--- config.mk ---
export PLATFORM = sky130hd
export DESIGN_NAME = lru_key_value_cache
export DESIGN_NICKNAME = d
export VERILOG_FILES = /design/src/rtl/lkvc_pkg.sv /design/src/rtl/lkvc_core.sv /design/src/rtl/lru_key_value_cache.sv
export SDC_FILE = /design/constraint.sdc
export NUM_CORES = 2
export LEC_CHECK = 0
export ABC_AREA = 1
export BUFFER_PORTS_ARGS = -buffer_cell sky130_fd_sc_hd__buf_2
export CAP_MARGIN = 20
export CORE_ASPECT_RATIO = 0.5
export CORE_MARGIN = 1
export CORE_UTILIZATION = 35
export DETAILED_ROUTE_END_ITERATION = 10
export SLEW_MARGIN = 20
export SYNTH_ARGS = -nofsm -noshare
export SYNTH_HDL_FRONTEND = slang
export SYNTH_SLANG_ARGS = --single-unit
--- constraint.sdc ---
create_clock -name clk -period 11.1 [get_ports clk]
set_input_delay 2.22 -clock clk [delete_from_list [all_inputs] [get_ports clk]]
set_output_delay 2.22 -clock clk [all_outputs]
set_load 0.1 [all_outputs]
--- src/rtl/lkvc_pkg.sv ---
`timescale 1ns / 1ps
// ----------------------------------------------------------------------------
// lkvc_pkg
// shared constants and request/response types of the lru key-value cache
// ----------------------------------------------------------------------------
package lkvc_pkg;

    localparam int MAX_ENTRIES = 16;
    localparam int CAP_W       = 5;
    localparam int DATA_W      = 32;
    localparam int CNT_W       = $clog2(MAX_ENTRIES + 1);
    localparam int RANK_W      = (MAX_ENTRIES > 1) ? $clog2(MAX_ENTRIES) : 1;
    localparam int CMP_W       = (CNT_W > CAP_W) ? CNT_W : CAP_W;

    localparam logic [CAP_W-1:0] CAP_RESET = CAP_W'(16);

    localparam logic FUNC_GET = 1'b0;
    localparam logic FUNC_PUT = 1'b1;

    typedef struct packed {
        logic                     func;
        logic signed [DATA_W-1:0] lookup_key;
        logic signed [DATA_W-1:0] write_value;
    } req_t;

    typedef struct packed {
        logic                     hit;
        logic signed [DATA_W-1:0] read_value;
        logic                     evicted;
        logic signed [DATA_W-1:0] evicted_key;
    } rsp_t;

endpackage

--- src/rtl/lkvc_core.sv ---
`timescale 1ns / 1ps
// ----------------------------------------------------------------------------
// lkvc_core
// entry storage, parallel key match, lru selection and recency update
// ----------------------------------------------------------------------------
module lkvc_core
(
    input  logic                         clk,
    input  logic                         rst_n,
    input  logic                         clear,
    input  logic [lkvc_pkg::CAP_W-1:0]   capacity,
    input  logic                         update,
    input  lkvc_pkg::req_t               req,
    output lkvc_pkg::rsp_t               rsp
);

    localparam int N = lkvc_pkg::MAX_ENTRIES;

    logic [N-1:0]                        entry_valid_reg;
    logic signed [lkvc_pkg::DATA_W-1:0]  entry_key_reg   [N];
    logic signed [lkvc_pkg::DATA_W-1:0]  entry_value_reg [N];
    logic [lkvc_pkg::RANK_W-1:0]         rank_reg        [N];

    logic [N-1:0]                        match;
    logic [N-1:0]                        found_oh;
    logic [N-1:0]                        free_oh;
    logic [N-1:0]                        lru_oh;
    logic [N-1:0]                        slot_oh;
    logic                                found;
    logic                                insert;
    logic                                evict;
    logic                                full;
    logic [lkvc_pkg::CNT_W-1:0]          count;
    logic [lkvc_pkg::CNT_W-1:0]          count_m1;
    logic [lkvc_pkg::CMP_W-1:0]          eff_cap;
    logic [lkvc_pkg::RANK_W-1:0]         slot_rank;
    logic signed [lkvc_pkg::DATA_W-1:0]  found_value;
    logic signed [lkvc_pkg::DATA_W-1:0]  lru_key;

    // clamp capacity into 1..N
    always_comb
    begin
        if (capacity == '0)
            eff_cap = lkvc_pkg::CMP_W'(1);
        else if (lkvc_pkg::CMP_W'(capacity) > lkvc_pkg::CMP_W'(N))
            eff_cap = lkvc_pkg::CMP_W'(N);
        else
            eff_cap = lkvc_pkg::CMP_W'(capacity);
    end

    always_comb
    begin
        count = '0;
        for (int i = 0; i < N; i++)
        begin
            match[i] = entry_valid_reg[i] && (entry_key_reg[i] == req.lookup_key);
            count    = count + lkvc_pkg::CNT_W'(entry_valid_reg[i]);
        end
    end

    assign count_m1 = count - lkvc_pkg::CNT_W'(1);
    assign full     = lkvc_pkg::CMP_W'(count) >= eff_cap;

    // lowest matching slot and lowest free slot, one-hot
    always_comb
    begin
        logic seen_match;
        logic seen_free;
        seen_match = 1'b0;
        seen_free  = 1'b0;
        for (int i = 0; i < N; i++)
        begin
            found_oh[i] = match[i] && !seen_match;
            free_oh[i]  = !entry_valid_reg[i] && !seen_free;
            seen_match  = seen_match || match[i];
            seen_free   = seen_free || !entry_valid_reg[i];
        end
    end

    // ranks of valid entries are distinct, the oldest holds count-1
    always_comb
    begin
        for (int i = 0; i < N; i++)
            lru_oh[i] = entry_valid_reg[i] &&
                        (rank_reg[i] == count_m1[lkvc_pkg::RANK_W-1:0]);
    end

    always_comb
    begin
        slot_rank   = '0;
        found_value = '0;
        lru_key     = '0;
        for (int i = 0; i < N; i++)
        begin
            slot_rank   = slot_rank   | (rank_reg[i] & {lkvc_pkg::RANK_W{found_oh[i]}});
            found_value = found_value |
                          (entry_value_reg[i] & {lkvc_pkg::DATA_W{found_oh[i]}});
            lru_key     = lru_key | (entry_key_reg[i] & {lkvc_pkg::DATA_W{lru_oh[i]}});
        end
    end

    assign found  = |match;
    assign insert = (req.func == lkvc_pkg::FUNC_PUT) && !found;
    assign evict  = insert && full;

    always_comb
    begin
        if (found)
            slot_oh = found_oh;
        else if (evict)
            slot_oh = lru_oh;
        else
            slot_oh = free_oh;
    end

    always_comb
    begin
        rsp.hit     = found;
        rsp.evicted = evict;
        if (req.func == lkvc_pkg::FUNC_PUT)
            rsp.read_value = '0;
        else if (found)
            rsp.read_value = found_value;
        else
            rsp.read_value = '1;
        rsp.evicted_key = evict ? lru_key : '0;
    end

    always_ff @(posedge clk or negedge rst_n)
    begin
        if (!rst_n)
        begin
            entry_valid_reg <= '0;
        end
        else if (clear)
        begin
            entry_valid_reg <= '0;
        end
        else if (update && insert)
        begin
            entry_valid_reg <= entry_valid_reg | slot_oh;
        end
    end

    always_ff @(posedge clk)
    begin
        if (update && (found || insert))
        begin
            for (int i = 0; i < N; i++)
            begin
                if (slot_oh[i])
                begin
                    rank_reg[i] <= '0;
                    if (req.func == lkvc_pkg::FUNC_PUT)
                        entry_value_reg[i] <= req.write_value;
                    if (insert)
                        entry_key_reg[i] <= req.lookup_key;
                end
                else if (entry_valid_reg[i] && (insert || rank_reg[i] < slot_rank))
                begin
                    rank_reg[i] <= rank_reg[i] + lkvc_pkg::RANK_W'(1);
                end
            end
        end
    end

endmodule

--- src/rtl/lru_key_value_cache.sv ---
`timescale 1ns / 1ps
// ----------------------------------------------------------------------------
// lru_key_value_cache
// fully associative key-value cache with least-recently-used replacement
// ----------------------------------------------------------------------------
// a request is held in the request register and moves into the result register once that is free
// throughput: one request per cycle while the output is not stalled by out_ready; the match and
//   recency update across all entries lie between the request and result registers
// reset: all entries invalid, capacity 16; a capacity write also empties the cache
module lru_key_value_cache
(
    input  logic                                clk,
    input  logic                                rst_n,
    input  logic                                cfg_write_en,
    input  logic [lkvc_pkg::CAP_W-1:0]          cfg_write_data,
    input  logic                                in_valid,
    output logic                                in_ready,
    input  logic                                func,
    input  logic signed [lkvc_pkg::DATA_W-1:0]  lookup_key,
    input  logic signed [lkvc_pkg::DATA_W-1:0]  write_value,
    output logic                                out_valid,
    input  logic                                out_ready,
    output logic                                hit,
    output logic signed [lkvc_pkg::DATA_W-1:0]  read_value,
    output logic                                evicted,
    output logic signed [lkvc_pkg::DATA_W-1:0]  evicted_key
);

    logic [lkvc_pkg::CAP_W-1:0] active_capacity_reg;
    logic                       req_valid_reg;
    lkvc_pkg::req_t             req_reg;
    logic                       out_valid_reg;
    lkvc_pkg::rsp_t             rsp_reg;
    lkvc_pkg::rsp_t             rsp;
    logic                       advance;

    // request moves into the result register and updates the entries
    assign advance  = req_valid_reg && (!out_valid_reg || out_ready);
    assign in_ready = !req_valid_reg || advance;

    always_ff @(posedge clk or negedge rst_n)
    begin
        if (!rst_n)
            active_capacity_reg <= lkvc_pkg::CAP_RESET;
        else if (cfg_write_en)
            active_capacity_reg <= cfg_write_data;
    end

    always_ff @(posedge clk or negedge rst_n)
    begin
        if (!rst_n)
            req_valid_reg <= 1'b0;
        else if (in_ready)
            req_valid_reg <= in_valid;
    end

    always_ff @(posedge clk)
    begin
        if (in_ready && in_valid)
        begin
            req_reg.func        <= func;
            req_reg.lookup_key  <= lookup_key;
            req_reg.write_value <= write_value;
        end
    end

    lkvc_core u_core
    (
        .clk      (clk),
        .rst_n    (rst_n),
        .clear    (cfg_write_en),
        .capacity (active_capacity_reg),
        .update   (advance),
        .req      (req_reg),
        .rsp      (rsp)
    );

    always_ff @(posedge clk or negedge rst_n)
    begin
        if (!rst_n)
            out_valid_reg <= 1'b0;
        else if (advance)
            out_valid_reg <= 1'b1;
        else if (out_ready)
            out_valid_reg <= 1'b0;
    end

    always_ff @(posedge clk)
    begin
        if (advance)
            rsp_reg <= rsp;
    end

    assign out_valid   = out_valid_reg;
    assign hit         = rsp_reg.hit;
    assign read_value  = rsp_reg.read_value;
    assign evicted     = rsp_reg.evicted;
    assign evicted_key = rsp_reg.evicted_key;

endmodule
==> impl_metrics.yaml <==
status:
  status: "completed"
global_route:
  overflow: 0
  grt_pass1_vias: 40294
  antenna_found_initial: 27
  grt_max_degree: 63
  grt_first_pass_wirelength_um: 343000
  grtUsageTotal: 0.304
cells_and_area:
  syn_to_final_growth_pct: 13.1
  fin_cells: 7341
  drive_above_1_share: 0.125
  final_nets: 5226
placed_design:
  io_buffers: 142
  dp.cells: 7119
  dpl.hpwl_um: 179000
  routabilityCongestion: 1.05
power_and_ir_drop:
  switching_share: 0.276
  p_seq_frac: 0.511
  clockPowerShare: 0.382
  p_switching_mw: 2.93
  p_comb_frac: 0.107
  ir_worst_vdd_uv: 143
  power.density_nw_per_um2: 165
  p_leak_nw: 23.3
  internal-power_mw: 7.68
die:
  die_w_um: 572
  die_h_um: 287
  pin_count: 143
  rows: 104
  core-area_um2: 161000
  start_util: 0.353
  die_area_um2: 164000
detailed_routing:
  vias: 43594
  drt_iter0_markers: 6818
  dr.pass1.iters: 6
  wl_um: 254000
  drc: 0
  wl_per_cell_um: 34.6
  ant_nets: 0
  routed_via_density: 5.94
logic_synthesis:
  synth.distinct_cells: 66
  synth_area_um2: 56900
  avgSynthCellArea_um2: 11.7
  ys_seq_area_frac: 0.653
  syn_nets: 5029
  async_flop_share: 0.0185
  synth_edf_count: 1219
  synthFlopType: "edfxtp_1"
  yosysTopAreaCell: "edfxtp_1"
  synth.area.top_cells: "edfxtp_1, nand2_1, inv_1"
  synth_warnings: 0
  syn-instance-count: 4868
  synth_top_area_frac: 0.643
  ys_ff_latch: 1242
sta:
  setup_viol: 0
  fin_crit_sh: 0.730
  grt_setup_unrepaired: "no"
  slew_headroom: 0.252
  slew_viol_final: 0
  tns_ns: 0
  worstMarginPinSlew_ns: 1.11
  fin_crit_ns: 8.10
  skew_ns: 0.0565
  hold_viol: 0
  max_freq_mhz: 123
cts:
  cts_tree: "done"
  insertion_delay_ns: 0.76
  cts-resized-gates: 0
  cts_buffers: 115
  cts.sink_count: 1242
  path_clk_slew_ns: 0.07
  cts_buffer_depth: 3
  post_cts.repair.setup_buffers: 0
  cts_hold_buf: 0
  cts.root.buffer_cell: "clkbuf_16"
  cts.htree.levels: 3
critical_path:
  cp.arrival_ns: 8.52
  cp_data_required_time_ns: 11.52
  rrSetupSlack_ns: 3.00
  end_kind: "flop"
  critPathLaunchType: "flop"
  path_class: "reg -> reg"
  critPathMaxFanout: 22
  reg2reg_from: "u_core.entry_valid_reg[1]"
  startpoint: "u_core.entry_valid_reg[1]"
hold_path:
  worstHoldStart: "out_valid"
  hold_path_class: "reg -> reg"
flow_run:
  max_cap_viol_count: 0
## area by class of cell
type	instances	area, um2
sequential	1242	37200
clock buffer	141	2990
fill	15459	96700
timing repair buffer	291	1850
inverter	582	2200
tap	2173	2720
multi-input combinational	2833	16700
clock inverter	73	749
antenna	6	15.0
## layout by cell type (no fill, tap or decap), types with 102 or more instances in the layout
cell | Yosys | routed
nand2_1 | 840 | 839
o22ai_1 | 277 | 277
nand3_1 | 229 | 229
buf_4 | 28 | 146
clkbuf_16 | 0 | 115
nor2_1 | 331 | 312
a21oi_1 | 102 | 102
inv_1 | 530 | 527
a221oi_1 | 139 | 139
buf_2 | 50 | 142
edfxtp_1 | 1219 | 1219
## per-stage QoR
stage | worst slack, ns | util | hold slack (ns) | total power, mW | area, um2
2_1_floorplan | 3.78 | - | 0.494 | 6.14 | 56900
6_report | 3.00 | 0.400 | 0.548 | 10.6 | 64400
3_3_place_gp | 3.03 | 0.376 | 0.512 | 6.62 | 60600
5_1_grt | 2.72 | 0.399 | 0.579 | 10.8 | 64300
4_1_cts | 3.05 | 0.399 | 0.543 | 10.6 | 64300
3_5_place_dp | 3.06 | 0.376 | 0.527 | 6.63 | 60600
## worst paths after layout
check,depth (start not counted),end
worst max-delay path,23,u_core.entry_value_reg[0][211]
worst min-delay path,2,out_valid
worst max register to register,23,u_core.entry_value_reg[0][211]
worst min register to register,2,out_valid
max in group asynchronous,1,u_core.entry_valid_reg[15]
min in group asynchronous,1,active_capacity_reg[1]
## power by group through the flow
stage / Combinational, mW / Sequential [mW] / Clock, mW
final: 1.13 / 5.42 / 4.05
after global routing: 1.16 / 5.43 / 4.26
after CTS: 1.11 / 5.42 / 4.09
after detailed placement: 1.10 / 5.52 / 0
after global placement: 1.11 / 5.52 / 0
after floorplan: 0.454 / 5.68 / 0
## metal layers
metal / up-vias / global-route usage / wire (um)
met5: - / 0 / 135
met4: 20 / 0.126 / 12600
met3: 531 / 0.0755 / 27600
met2: 2784 / 0.451 / 108000
met1: 22189 / 0.425 / 105000
li1: 18070 / - / -
## worst max-delay path, stage by stage, from the launching register on
cell and delay, ns:
dfrtp_1 0.40, inv_1 0.14, ha_1 0.27, fa_1 0.61, fa_1 0.52, fa_1 0.52, fa_1 0.43, fa_1 0.43
fa_1 0.58, ha_1 0.23, buf_4 0.22, inv_1 0.34, o22ai_1 0.15, a211oi_1 0.18, o21ai_0 0.12, a21oi_1 0.14
nand2_1 0.09, buf_4 0.26, inv_1 0.68, o211ai_2 0.17, nand2_1 0.23, nand2_1 0.15, nor2_4 0.45, buf_4 0.41
## cells in the mapped netlist, types with 24 or more instances
master	number
xor2_1	94
edfxtp_1	1219
nand2_1	840
a41oi_1	27
inv_2	41
a221oi_1	139
a21oi_1	102
nor2_1	331
buf_4	28
nor3_1	57
a31oi_1	49
a211oi_1	38
o22ai_1	277
o21ai_0	91
clkbuf_1	113
ha_1	76
nand4_1	54
buf_2	50
o221ai_1	24
nor2_2	47
nand3_1	229
o21ai_1	30
inv_1	530
xnor2_1	96
a32o_1	59
## cells by family after synthesis
| kind of cell | count (synthesis) | synth area share |
|---|---|---|
| simple gates | 1659 | 0.130 |
| xor+xnor | 190 | 0.0292 |
| compound gates | 897 | 0.110 |
| fa+ha+maj | 86 | 0.0202 |
| flops | 1242 | 0.653 |
| buf+inv | 793 | 0.0574 |
| mux | 1 | 0.000198 |
Note: power is estimated with default switching activity, not from simulation.
